<file path="config.mk">
export PLATFORM = sky130hd
export DESIGN_NAME = min_heap_priority_queue_flat
export DESIGN_NICKNAME = d
export VERILOG_FILES = /design/src/hdl/mhpq_pkg.sv /design/src/hdl/mhpq_req_if.sv /design/src/hdl/mhpq_rsp_if.sv /design/src/hdl/mhpq_ram.sv /design/src/hdl/min_heap_priority_queue.sv /design/src/flat_wrapper.sv
export SDC_FILE = /design/constraint.sdc
export NUM_CORES = 2
export LEC_CHECK = 0
export BUFFER_PORTS_ARGS = -buffer_cell sky130_fd_sc_hd__buf_4
export CORE_UTILIZATION = 50
export DETAILED_ROUTE_END_ITERATION = 7
export PLACE_DENSITY_LB_ADDON = 0.15
export SLEW_MARGIN = 20
export SYNTH_ARGS = -nofsm -noshare
export SYNTH_HDL_FRONTEND = slang
export SYNTH_SLANG_ARGS = --single-unit
</file>
<file path="constraint.sdc">
create_clock -name clk -period 8.5 [get_ports clk]
set_input_delay 1.7 -clock clk [delete_from_list [all_inputs] [get_ports clk]]
set_output_delay 1.7 -clock clk [all_outputs]
set_load 0.02 [all_outputs]
</file>
<file path="src/hdl/mhpq_pkg.sv">
`timescale 1ns / 1ps
// ----------------------------------------------------------------------------
// mhpq_pkg: shared definitions of the min-heap priority queue
// Request and status codes, the heap entry type, the sequencer states and
// the default capacity.
// ----------------------------------------------------------------------------
package mhpq_pkg;

	localparam int CAPACITY_DEFAULT = 16;

	localparam logic [1:0] REQ_INSERT  = 2'd0;
	localparam logic [1:0] REQ_EXTRACT = 2'd1;
	localparam logic [1:0] REQ_UPDATE  = 2'd2;

	localparam logic [1:0] STATUS_OK        = 2'd0;
	localparam logic [1:0] STATUS_FULL      = 2'd1;
	localparam logic [1:0] STATUS_EMPTY     = 2'd2;
	localparam logic [1:0] STATUS_NOT_FOUND = 2'd3;

	localparam logic signed [31:0] TIME_MAX = 32'sh7FFF_FFFF;
	localparam logic signed [31:0] TIME_MIN = 32'sh8000_0000;

	typedef struct packed {
		logic [15:0]        number;
		logic signed [31:0] tval;
	} heap_entry_t;

	typedef enum logic [3:0] {
		ST_IDLE,
		ST_DISPATCH,
		ST_EXT_RD,
		ST_SRCH,
		ST_UP_RD,
		ST_UP_CMP,
		ST_DN_RD,
		ST_DN_CMP,
		ST_FIN
	} state_t;

endpackage

</file>
<file path="src/hdl/mhpq_req_if.sv">
`timescale 1ns / 1ps
// ----------------------------------------------------------------------------
// mhpq_req_if: request channel of the min-heap priority queue
// Valid/ready channel that carries one request per transaction.
// ----------------------------------------------------------------------------
interface mhpq_req_if;
	logic               valid;
	logic               ready;
	logic [1:0]         req_type;
	logic [15:0]        task_number;
	logic signed [31:0] time_value;

	modport source(output valid, req_type, task_number, time_value, input ready);
	modport sink(input valid, req_type, task_number, time_value, output ready);
endinterface

</file>
<file path="src/hdl/mhpq_rsp_if.sv">
`timescale 1ns / 1ps
// ----------------------------------------------------------------------------
// mhpq_rsp_if: response channel of the min-heap priority queue
// Valid/ready channel that carries one result per transaction.
// ----------------------------------------------------------------------------
interface mhpq_rsp_if;
	logic               valid;
	logic               ready;
	logic [1:0]         status;
	logic [15:0]        out_number;
	logic signed [31:0] out_time;
	logic [2:0]         out_level;
	logic [4:0]         entry_total;

	modport source(output valid, status, out_number, out_time, out_level, entry_total,
		input ready);
	modport sink(input valid, status, out_number, out_time, out_level, entry_total,
		output ready);
endinterface

</file>
<file path="src/hdl/mhpq_ram.sv">
`timescale 1ns / 1ps
// ----------------------------------------------------------------------------
// mhpq_ram: heap entry storage
// One write port and two read ports with registered read data.
// ----------------------------------------------------------------------------
module mhpq_ram #(
	parameter int DEPTH  = mhpq_pkg::CAPACITY_DEFAULT,
	parameter int ADDR_W = $clog2(DEPTH)
) (
	input  logic                 clk,
	input  logic                 wr_en,
	input  logic [ADDR_W-1:0]    wr_addr,
	input  mhpq_pkg::heap_entry_t wr_data,
	input  logic [ADDR_W-1:0]    rda_addr,
	input  logic [ADDR_W-1:0]    rdb_addr,
	output mhpq_pkg::heap_entry_t rda_data,
	output mhpq_pkg::heap_entry_t rdb_data
);

	mhpq_pkg::heap_entry_t mem [0:DEPTH-1];

	always_ff @(posedge clk) begin
		if (wr_en) begin
			mem[wr_addr] <= wr_data;
		end
	end

	always_ff @(posedge clk) begin
		rda_data <= mem[rda_addr];
		rdb_data <= mem[rdb_addr];
	end

endmodule

</file>
<file path="src/hdl/min_heap_priority_queue.sv">
`timescale 1ns / 1ps
// ----------------------------------------------------------------------------
// min_heap_priority_queue: bounded binary min-heap of (task, time) entries
// Insert, extract-minimum and update-by-task-number on a heap held in RAM.
// ----------------------------------------------------------------------------
// One request is handled at a time by a small sequencer around a heap RAM
// with one write port and two registered read ports; each sift level takes
// a read state and a compare/write state. An update first finds its entry
// with a search that scans one held entry per cycle. A full insert, an empty
// extract and an unknown code go from dispatch straight to the finish state,
// and an update that finds no match scans every held entry first. The next
// request is taken while a result waits on the response channel; a result
// that stays blocked holds the sequencer in its last state.
module min_heap_priority_queue #(
	parameter int CAPACITY = mhpq_pkg::CAPACITY_DEFAULT
) (
	input logic        clk,
	input logic        arst_n,
	mhpq_req_if.sink   req,
	mhpq_rsp_if.source rsp
);

	localparam int CNT_W = $clog2(CAPACITY + 1);
	localparam int IDX_W = $clog2(CAPACITY);
	localparam int LVL_W = $clog2(CNT_W);

	mhpq_pkg::state_t state_q, state_d;
	logic [CNT_W-1:0] count_q, count_d;
	logic [IDX_W-1:0] cur_q, cur_d;
	mhpq_pkg::heap_entry_t item_q, item_d;
	logic up_only_q, up_only_d;
	logic [CNT_W-1:0] scan_q, scan_d;
	logic pend_q, pend_d;
	logic [1:0] req_q;
	logic [15:0] num_q;
	logic signed [31:0] tv_q;
	logic [1:0] res_status_q, res_status_d;
	logic [15:0] res_num_q, res_num_d;
	logic signed [31:0] res_time_q, res_time_d;

	logic rsp_valid_q;
	logic [1:0] rsp_status_q;
	logic [15:0] rsp_num_q;
	logic signed [31:0] rsp_time_q;
	logic [2:0] rsp_level_q;
	logic [4:0] rsp_total_q;

	logic accept;
	logic out_load;
	logic wr_en;
	logic [IDX_W-1:0] wr_addr, rda_addr, rdb_addr;
	mhpq_pkg::heap_entry_t wr_data, rda_data, rdb_data;

	logic [CNT_W:0] child_l, child_r;
	logic [IDX_W-1:0] parent_idx;
	logic [CNT_W-1:0] last_idx, hit_idx, pos1;
	logic [LVL_W-1:0] lvl_cur;
	logic signed [32:0] sum_ext;
	logic signed [31:0] sum_sat;
	logic pick_r;
	mhpq_pkg::heap_entry_t child_e;
	logic [IDX_W-1:0] child_idx;

	mhpq_ram #(
		.DEPTH (CAPACITY),
		.ADDR_W(IDX_W)
	) u_mhpq_ram (
		.clk     (clk),
		.wr_en   (wr_en),
		.wr_addr (wr_addr),
		.wr_data (wr_data),
		.rda_addr(rda_addr),
		.rdb_addr(rdb_addr),
		.rda_data(rda_data),
		.rdb_data(rdb_data)
	);

	assign req.ready = (state_q == mhpq_pkg::ST_IDLE);
	assign accept    = req.valid && req.ready;

	assign child_l    = (CNT_W + 1)'({cur_q, 1'b1});
	assign child_r    = child_l + 1'b1;
	assign parent_idx = (cur_q - 1'b1) >> 1;
	assign last_idx   = count_q - 1'b1;
	assign hit_idx    = scan_q - 1'b1;
	assign pos1       = CNT_W'(cur_q) + 1'b1;

	assign sum_ext = {rda_data.tval[31], rda_data.tval} + {tv_q[31], tv_q};
	always_comb begin
		if (sum_ext[32] != sum_ext[31]) begin
			sum_sat = sum_ext[32] ? mhpq_pkg::TIME_MIN : mhpq_pkg::TIME_MAX;
		end else begin
			sum_sat = sum_ext[31:0];
		end
	end

	always_comb begin
		lvl_cur = '0;
		for (int b = 0; b < CNT_W; b++) begin
			if (pos1[b]) begin
				lvl_cur = LVL_W'(b);
			end
		end
	end

	assign pick_r    = (child_r < {1'b0, count_q}) &&
		($signed(rda_data.tval) > $signed(rdb_data.tval));
	assign child_e   = pick_r ? rdb_data : rda_data;
	assign child_idx = pick_r ? child_r[IDX_W-1:0] : child_l[IDX_W-1:0];

	always_comb begin
		state_d      = state_q;
		count_d      = count_q;
		cur_d        = cur_q;
		item_d       = item_q;
		up_only_d    = up_only_q;
		scan_d       = scan_q;
		pend_d       = pend_q;
		res_status_d = res_status_q;
		res_num_d    = res_num_q;
		res_time_d   = res_time_q;
		wr_en        = 1'b0;
		wr_addr      = cur_q;
		wr_data      = item_q;
		rda_addr     = '0;
		rdb_addr     = '0;
		out_load     = 1'b0;

		case (state_q)
			mhpq_pkg::ST_IDLE: begin
				if (accept) begin
					res_status_d = mhpq_pkg::STATUS_OK;
					res_num_d    = '0;
					res_time_d   = '0;
					state_d      = mhpq_pkg::ST_DISPATCH;
				end
			end
			mhpq_pkg::ST_DISPATCH: begin
				case (req_q)
					mhpq_pkg::REQ_INSERT: begin
						if (count_q >= CNT_W'(CAPACITY)) begin
							res_status_d = mhpq_pkg::STATUS_FULL;
							state_d      = mhpq_pkg::ST_FIN;
						end else begin
							cur_d       = count_q[IDX_W-1:0];
							item_d      = '{number: num_q, tval: tv_q};
							count_d     = count_q + 1'b1;
							up_only_d   = 1'b1;
							state_d     = mhpq_pkg::ST_UP_RD;
						end
					end
					mhpq_pkg::REQ_EXTRACT: begin
						if (count_q == '0) begin
							res_status_d = mhpq_pkg::STATUS_EMPTY;
							state_d      = mhpq_pkg::ST_FIN;
						end else begin
							rda_addr = '0;
							rdb_addr = last_idx[IDX_W-1:0];
							state_d  = mhpq_pkg::ST_EXT_RD;
						end
					end
					mhpq_pkg::REQ_UPDATE: begin
						scan_d  = '0;
						pend_d  = 1'b0;
						state_d = mhpq_pkg::ST_SRCH;
					end
					default: begin
						state_d = mhpq_pkg::ST_FIN;
					end
				endcase
			end
			mhpq_pkg::ST_EXT_RD: begin
				res_num_d  = rda_data.number;
				res_time_d = rda_data.tval;
				item_d     = rdb_data;
				count_d    = count_q - 1'b1;
				cur_d      = '0;
				state_d    = mhpq_pkg::ST_DN_RD;
			end
			mhpq_pkg::ST_SRCH: begin
				rda_addr = scan_q[IDX_W-1:0];
				if (pend_q && (rda_data.number == num_q)) begin
					item_d    = '{number: rda_data.number, tval: sum_sat};
					cur_d     = hit_idx[IDX_W-1:0];
					up_only_d = 1'b0;
					if (hit_idx == '0) begin
						state_d = mhpq_pkg::ST_DN_RD;
					end else begin
						state_d = mhpq_pkg::ST_UP_RD;
					end
				end else if (scan_q >= count_q) begin
					res_status_d = mhpq_pkg::STATUS_NOT_FOUND;
					state_d      = mhpq_pkg::ST_FIN;
				end else begin
					pend_d = 1'b1;
					scan_d = scan_q + 1'b1;
				end
			end
			mhpq_pkg::ST_UP_RD: begin
				if (cur_q == '0) begin
					wr_en   = 1'b1;
					state_d = mhpq_pkg::ST_FIN;
				end else begin
					rda_addr = parent_idx;
					state_d  = mhpq_pkg::ST_UP_CMP;
				end
			end
			mhpq_pkg::ST_UP_CMP: begin
				if ($signed(item_q.tval) < $signed(rda_data.tval)) begin
					wr_en     = 1'b1;
					wr_data   = rda_data;
					cur_d     = parent_idx;
					up_only_d = 1'b1;
					state_d   = mhpq_pkg::ST_UP_RD;
				end else if (!up_only_q) begin
					state_d = mhpq_pkg::ST_DN_RD;
				end else begin
					wr_en   = 1'b1;
					state_d = mhpq_pkg::ST_FIN;
				end
			end
			mhpq_pkg::ST_DN_RD: begin
				if (child_l >= {1'b0, count_q}) begin
					wr_en   = 1'b1;
					state_d = mhpq_pkg::ST_FIN;
				end else begin
					rda_addr = child_l[IDX_W-1:0];
					rdb_addr = child_r[IDX_W-1:0];
					state_d  = mhpq_pkg::ST_DN_CMP;
				end
			end
			mhpq_pkg::ST_DN_CMP: begin
				if ($signed(child_e.tval) < $signed(item_q.tval)) begin
					wr_en   = 1'b1;
					wr_data = child_e;
					cur_d   = child_idx;
					state_d = mhpq_pkg::ST_DN_RD;
				end else begin
					wr_en   = 1'b1;
					state_d = mhpq_pkg::ST_FIN;
				end
			end
			mhpq_pkg::ST_FIN: begin
				if (!rsp_valid_q || rsp.ready) begin
					out_load = 1'b1;
					state_d  = mhpq_pkg::ST_IDLE;
				end
			end
			default: begin
				state_d = mhpq_pkg::ST_IDLE;
			end
		endcase
	end

	always_ff @(posedge clk or negedge arst_n) begin
		if (!arst_n) begin
			state_q     <= mhpq_pkg::ST_IDLE;
			count_q     <= '0;
			up_only_q   <= 1'b0;
			pend_q      <= 1'b0;
			rsp_valid_q <= 1'b0;
		end else begin
			state_q   <= state_d;
			count_q   <= count_d;
			up_only_q <= up_only_d;
			pend_q    <= pend_d;
			if (out_load) begin
				rsp_valid_q <= 1'b1;
			end else if (rsp.ready) begin
				rsp_valid_q <= 1'b0;
			end
		end
	end

	always_ff @(posedge clk) begin
		cur_q        <= cur_d;
		item_q       <= item_d;
		scan_q       <= scan_d;
		res_status_q <= res_status_d;
		res_num_q    <= res_num_d;
		res_time_q   <= res_time_d;
		if (accept) begin
			req_q <= req.req_type;
			num_q <= req.task_number;
			tv_q  <= req.time_value;
		end
		if (out_load) begin
			rsp_status_q <= res_status_q;
			rsp_total_q  <= 5'(count_q);
			if ((req_q == mhpq_pkg::REQ_UPDATE) && (res_status_q == mhpq_pkg::STATUS_OK)) begin
				rsp_num_q   <= item_q.number;
				rsp_time_q  <= item_q.tval;
				rsp_level_q <= 3'(lvl_cur);
			end else begin
				rsp_num_q   <= res_num_q;
				rsp_time_q  <= res_time_q;
				rsp_level_q <= '0;
			end
		end
	end

	assign rsp.valid       = rsp_valid_q;
	assign rsp.status      = rsp_status_q;
	assign rsp.out_number  = rsp_num_q;
	assign rsp.out_time    = rsp_time_q;
	assign rsp.out_level   = rsp_level_q;
	assign rsp.entry_total = rsp_total_q;

endmodule

</file>
<file path="src/flat_wrapper.sv">
// flat-port wrapper written by rule: the top's interface ports become plain ports
module min_heap_priority_queue_flat 
#(
	parameter int CAPACITY = mhpq_pkg::CAPACITY_DEFAULT
)
  (clk, arst_n, req_valid, req_req_type, req_task_number, req_time_value, req_ready, rsp_valid, rsp_status, rsp_out_number, rsp_out_time, rsp_out_level, rsp_entry_total, rsp_ready);
  mhpq_req_if req_i ();
  mhpq_rsp_if rsp_i ();
  input logic clk;
  input logic arst_n;
  input wire logic [$bits(req_i.valid)-1:0] req_valid;
  input wire logic [$bits(req_i.req_type)-1:0] req_req_type;
  input wire logic [$bits(req_i.task_number)-1:0] req_task_number;
  input wire logic [$bits(req_i.time_value)-1:0] req_time_value;
  output wire logic [$bits(req_i.ready)-1:0] req_ready;
  output wire logic [$bits(rsp_i.valid)-1:0] rsp_valid;
  output wire logic [$bits(rsp_i.status)-1:0] rsp_status;
  output wire logic [$bits(rsp_i.out_number)-1:0] rsp_out_number;
  output wire logic [$bits(rsp_i.out_time)-1:0] rsp_out_time;
  output wire logic [$bits(rsp_i.out_level)-1:0] rsp_out_level;
  output wire logic [$bits(rsp_i.entry_total)-1:0] rsp_entry_total;
  input wire logic [$bits(rsp_i.ready)-1:0] rsp_ready;
  assign req_i.valid = req_valid;
  assign req_i.req_type = req_req_type;
  assign req_i.task_number = req_task_number;
  assign req_i.time_value = req_time_value;
  assign req_ready = req_i.ready;
  assign rsp_valid = rsp_i.valid;
  assign rsp_status = rsp_i.status;
  assign rsp_out_number = rsp_i.out_number;
  assign rsp_out_time = rsp_i.out_time;
  assign rsp_out_level = rsp_i.out_level;
  assign rsp_entry_total = rsp_i.entry_total;
  assign rsp_i.ready = rsp_ready;
  min_heap_priority_queue #(.CAPACITY(CAPACITY)) u_core (.clk(clk), .arst_n(arst_n), .req(req_i), .rsp(rsp_i));
endmodule
</file>
## Word-level counts from Yosys, hierarchy flattened

Memory sizes are Yosys's and may differ from the RTL's. A register that Yosys moved wholly into a read port is not among the register bits.
Index checks and enable logic that the tools add are counted.
W data, S select, Z words.

- $add $sub $neg: 8
- Order comparisons: 7
- Equal/unequal tests: 27
- Muxes and demuxes: 82
- Bitwise operators: 1
- Reduce and logical (&&, ||, !) cells: 29

Operators by type and width:

| operator | number |
|---|---|
| $mux W48 | 6 |
| $pmux W48 S3 | 1 |
| $mux W32 | 4 |
| $pmux W48 S2 | 1 |
| $mux W4 | 21 |
| $lt A32 B32 Y1 | 2 |
| $pmux W32 S2 | 1 |
| $pmux W4 S9 | 1 |
| $add A32 B32 Y33 | 1 |
| $gt A32 B32 Y1 | 1 |
| $mux W16 | 2 |
| $pmux W16 S2 | 1 |
| $mux W5 | 5 |
| $pmux W4 S3 | 2 |
| $pmux W4 S5 | 1 |
| $pmux W5 S2 | 2 |
| $mux W1 | 18 |
| $eq A16 B16 Y1 | 1 |
| $eq A4 B3 Y1 const B | 4 |
| $mux W2 | 6 |
| $mux W3 | 4 |
| $ne A2 B1 Y1 const B | 6 |
| $add A5 B1 Y5 const B | 2 |
| $ge A5 B5 Y1 | 2 |
| other kinds (38) | 59 |

- Register bits after elaboration: 227
- Memory bits (writable): 768
- Memories: 1

Memory list:

| name | words | bits a word | rd ports | clocked after Yosys merged registers in | wr ports | RTL line | RTL |
|---|---|---|---|---|---|---|---|
| u_core.u_mhpq_ram.mem | 16 | 48 | 2 | 2 | 1 | mhpq_ram.sv:20 | `mhpq_pkg::heap_entry_t mem [0:DEPTH-1];` |

## Longest topological paths before layout

- Depth in word-level cells: 7
- Mapped depth: 26

## Cells and area by module

From an unflattened synthesis, not the netlist that was laid out.

- Cell total of the unflattened synthesis: 3409
- Area total of the unflattened synthesis: 52949.5 sq um

Modules (own cells, without submodules):

| module | times used | cells each | area each (sq um) | seq. area each (sq um) |
|---|---|---|---|---|
| mhpq_ram | 1 | 1693 | 36192.2 | 24984.0 |
| min_heap_priority_queue | 1 | 1716 | 16757.3 | 6756.5 |

## Worst setup path after synthesis

No wires, ideal clock.

- Path type: flip-flop to flip-flop
- Start point: register u_core.u_mhpq_ram.rda_data[17] (netlist name)
- End point: memory u_core.u_mhpq_ram.mem[3][0] (netlist bit) (enable)
- Arrival: 5.965 ns
- Required time: 7.987 ns
- Path slack: 2.023 ns
- Stages on the path, launching flop included: 15
- Buffers on the path: 1
- Period minus slack after synthesis: 6.477 ns
- Path through: dfxtp_1 -> inv_1 -> ha_1 -> a21o_1 -> a21o_1 -> a211oi_1 -> o31ai_1 -> a311oi_1 -> o32ai_1 -> o31ai_1 -> clkbuf_1 -> nor3_1 -> o22ai_1 -> nand2_1 -> nor3_1

- Word-level cells in the longest chain between the ends: 5

Ends and longest elaborated chain:

| item | RTL line | RTL |
|---|---|---|
| $lt A32 B32 Y1 | min_heap_priority_queue.sv:209 | `if ($signed(item_q.tval) < $signed(rda_data.tval)) begin` |
| $mux W1 | min_heap_priority_queue.sv:209 |  |
| $pmux W1 S4 | min_heap_priority_queue.sv:129 | `case (state_q)` |
| $mux W1 | mhpq_ram.sv:23 | `if (wr_en) begin` |
| $mux W1 (not written as such) | mhpq_ram.sv:24 | `mem[wr_addr] <= wr_data;` |
| end, declared | mhpq_ram.sv:20 |  |

Every way passes these cells.

==> metrics <==
Multi-input gate area=20300 um2; launch instance of the worst register-to-register path=u_core.u_mhpq_ram.rdb_data[14]; Sinks on Clock Net=1091; highest metal used=met5; post-detailed-route wirelength per cell=28.0 um; CTS buffer count=113; number of nets in the synthesized netlist=4632; worst vdd rail ir drop=276 uV; vias in the first global route=36300; clock transition time at the flip-flop clock pins of the worst setup and hold paths=0.06 ns; Mapped Cells=4426; maximum clock frequency=133 MHz; largest buffer count on any clock path=3; buffer count from post-CTS setup fixing=0; core area=106000 um2; Final period util=88.5%; count of unique library cells instantiated by Yosys=76; Setup TNS Final=0 ns; standby leakage power=0.0214 uW; initial DRC count=5213; end of the worst register-to-register path=u_core.u_mhpq_ram.mem[4][24]; category of the worst setup path capture point=flop; part of the power in combinational logic=40.3%; vias per cell=6.47; Sw Ratio=40.0%; clock latency of the later-clocked register in the worst-skew pair=0.73 ns; cell at the root of the clock tree=sky130_fd_sc_hd__clkbuf_16; htree depth=3; result of the run=finished clean; Die Span Y=330 um; #FFs+latches synth=1091; most instantiated flip-flop cell in the synthesis netlist=sky130_fd_sc_hd__edfxtp_1; TritonCTS clock tree=yes; # port buffers=113; remaining number of nets flagged by the antenna check after routing=0; Worst Hold Path EP=u_core.rsp.status[0]; Util after Layout=56.7%; die width=330 um; clock group share of total power=23.5%; via count=38300; power density over the cells=374 nW/um2; floorplan die area=109000 um2; final design instance area without fill=60000 um2; type of the worst setup path=reg -> reg; detailed placement HPWL=98.6 mm; number of cell rows=119; sequential fraction of design power=36.2%; final number of hold-violating endpoints=0; count of maximum capacitance violations=0; initial standard-cell utilization of the core=50.7%; detailed-routing wirelength on met1=68.1 mm; fill cell count=8517; Hold Path Cell Cnt=0; number of flops mapped to enable cells by yosys=983; wire length of the first global-routing pass=239 mm; dpl cell area=56100 um2; number of hold-repair buffers added at the cts stage=0; WHS=0.508 ns; netlist area before placement=53600 um2; clock skew after layout=0.0327 ns; count of final setup violators=0; Sequential cell area=31700 um2; wire length on met2=71.8 mm; largest net degree at the start of global routing=158; number of nets in the final layout=4632; launch instance of the worst min-delay path=u_core.res_status_q[0]; Data arrival, critical path=7.96 ns; post-route setup slack=0.980 ns; number of ports placed on the die boundary=114; wire length on met3=21.1 mm; classification of the worst-slack hold path=reg -> reg; post-cts repair resize count=0; portion of the post-synthesis area used by sequential elements=59.2%; fraction of final layout cells with drive strength greater than 1=14.9%; share of synthesized flip-flops with an asynchronous set or reset=1.10%; startpoint type of the worst setup path=flop; highest net fanout along the worst path=34; Post-route DRC=0; antenna violations before repair=7; total count of max-transition violations in the final report=0; setup repair after global routing missed its margin=no; overflow left after global routing=0; worst-case reg-to-reg path depth=21; synthesis-to-layout area growth=12.0%; All-Layer GR Usage=30.2%; cell internal power dissipation=13500 uW; Placement Setup Slack=1.24 ns; transition time at the pin with the least slew margin=1.08 ns; Routed WL=166 mm; Avg Cell Area, Syn=12.1 um2; switching power=9000 uW; final weighted congestion of routability-driven global placement=0.970; Critical Path RT=8.94 ns; Max-Slew Margin vs Limit=28.3%; Tmin final=7.52 ns; Reg2Reg Setup Slack=0.98 ns; number of detailed-route iterations in the first pass=6; synthesis warning total=0
==> per-layer routing <==
metal,track usage (%),vias up
met2,44.3,2284
met4,10.1,8
met3,9.12,326
met1,42.9,19000
li1,-,16700
met5,0,-
==> critical path, cell delays in order (launching register included) <==
cell and delay [ns]:
sky130_fd_sc_hd__dfxtp_1 0.32, sky130_fd_sc_hd__inv_1 0.07, sky130_fd_sc_hd__ha_1 0.31, sky130_fd_sc_hd__nand4_1 0.20
sky130_fd_sc_hd__nor4_1 0.67, sky130_fd_sc_hd__a21boi_1 0.25, sky130_fd_sc_hd__o31ai_1 0.09, sky130_fd_sc_hd__and4_1 0.24
sky130_fd_sc_hd__o21ai_4 0.70, sky130_fd_sc_hd__o21ai_0 0.35, sky130_fd_sc_hd__ha_1 0.38, sky130_fd_sc_hd__a21o_1 0.16
sky130_fd_sc_hd__a21o_1 0.17, sky130_fd_sc_hd__a21oi_1 0.14, sky130_fd_sc_hd__o211ai_1 0.14, sky130_fd_sc_hd__a21oi_1 0.27
sky130_fd_sc_hd__o211ai_1 0.22, sky130_fd_sc_hd__o31ai_4 0.49, sky130_fd_sc_hd__mux2_4 0.57, sky130_fd_sc_hd__nor2_2 0.54
sky130_fd_sc_hd__buf_4 0.31, sky130_fd_sc_hd__a221o_1 0.59
==> state kept, by name (all words and copies together) (netlist names), 4 cells and up <==
| register | flops |
|---|---|
| u_core.rsp.out_number | 16 |
| u_core.tv_q | 32 |
| u_core.res_time_q | 32 |
| u_core.num_q | 16 |
| u_core.u_mhpq_ram.rdb_data | 48 |
| u_core.u_mhpq_ram.rda_data | 48 |
| u_core.u_mhpq_ram.mem | 768 |
| u_core.cur_q | 4 |
| u_core.res_num_q | 16 |
| u_core.scan_q | 5 |
| u_core.count_q | 5 |
| u_core.rsp.out_time | 32 |
| u_core.state_q | 4 |
| u_core.item_q | 48 |
| u_core.rsp.entry_total | 5 |
==> metrics by stage <==
step,power (uW),std cells
finish,22500,5917
floorplan,13900,4426
detailed placement,17000,5702
global placement,17000,5701
CTS,22300,5916
global route,23500,5916
==> cell usage in the layout (no fill, tap or decap), drive strengths merged, types with 140 or more instances in the layout <==
master / count
edfxtp: 983
nand2: 960
nand3: 234
buf: 198
mux4: 192
clkbuf: 153
ha: 151
a21oi: 148
a311oi: 145
nor2: 140
==> area by class of cell <==
type,count,share of cell area (%)
sequential,1091,52.9
multi-input combinational,2889,33.8
clock buffer,153,5.31
timing repair buffer,198,2.93
tap,1391,2.90
clock inverter,61,1.32
inverter,133,0.831
antenna,1,0.00417
==> power groups by stage <==
stage          Sequential [uW]  Clock [uW]  Combinational [uW]
3_3_place_gp              8150           0                8800
3_5_place_dp              8170           0                8850
5_1_grt                   8170        5520                9820
4_1_cts                   8060        5320                8890
6_report                  8130        5280                9060
2_1_floorplan             7830           0                6060
==> synthesized netlist by cell type, drive strengths merged (5+ instances only) <==
cell	count	share of area (%)
dfrtp	12	0.56
o21bai	7	0.098
inv	132	0.92
nand4	21	0.24
and2	68	0.79
o211ai	6	0.084
a31oi	105	1.2
o22ai	10	0.13
nor4	6	0.070
o21ai	134	1.3
a211o	12	0.20
nor3	51	0.49
edfxtp	983	55
nor2	140	0.98
a311oi	145	2.4
ha	151	3.5
a21o	50	0.70
nand2	960	6.7
xor2	14	0.23
nand3	234	2.2
a221o	47	0.88
clkbuf	245	1.7
a21oi	148	1.4
mux4	192	8.1
a211oi	56	0.79
mux2	51	1.1
dfxtp	96	3.6
o21a	9	0.13
a22oi	5	0.070
buf	68	0.75
nor2b	10	0.12
nor3b	10	0.14
mux2i	17	0.32
nand2b	16	0.19
o31ai	9	0.15
xnor2	47	0.77
and3	114	1.3
==> cell families (layout without fill, tap and decap cells) <==
| family | after synthesis | after routing | share of synthesized area, % |
|---|---|---|---|
| and+or+nand+nor | 1642 | 1642 | 13.4 |
| DFF | 1091 | 1091 | 59.2 |
| AOI/OAI and AO/OA | 774 | 774 | 9.99 |
| buffers and inverters | 446 | 545 | 3.39 |
| muxes | 260 | 260 | 9.46 |
| adders and majority gates | 152 | 152 | 3.56 |
| xor gates and xnor gates | 61 | 61 | 0.996 |
| other | 0 | 1 | 0 |
==> worst max-delay path by stage <==
stage               slack [ns]                           start                            end
CTS                       1.21                 u_core.cur_q[0]  u_core.u_mhpq_ram.mem[14][24]
finish                    0.98  u_core.u_mhpq_ram.rdb_data[14]   u_core.u_mhpq_ram.mem[4][24]
detailed placement        1.24                 u_core.cur_q[0]   u_core.u_mhpq_ram.mem[4][23]
floorplan                 2.02  u_core.u_mhpq_ram.rda_data[17]    u_core.u_mhpq_ram.mem[3][0]
global placement          1.30  u_core.u_mhpq_ram.rdb_data[14]  u_core.u_mhpq_ram.mem[14][24]
global route              0.71  u_core.u_mhpq_ram.rda_data[14]  u_core.u_mhpq_ram.mem[13][23]
Note: power is estimated with default switching activity, not from simulation.
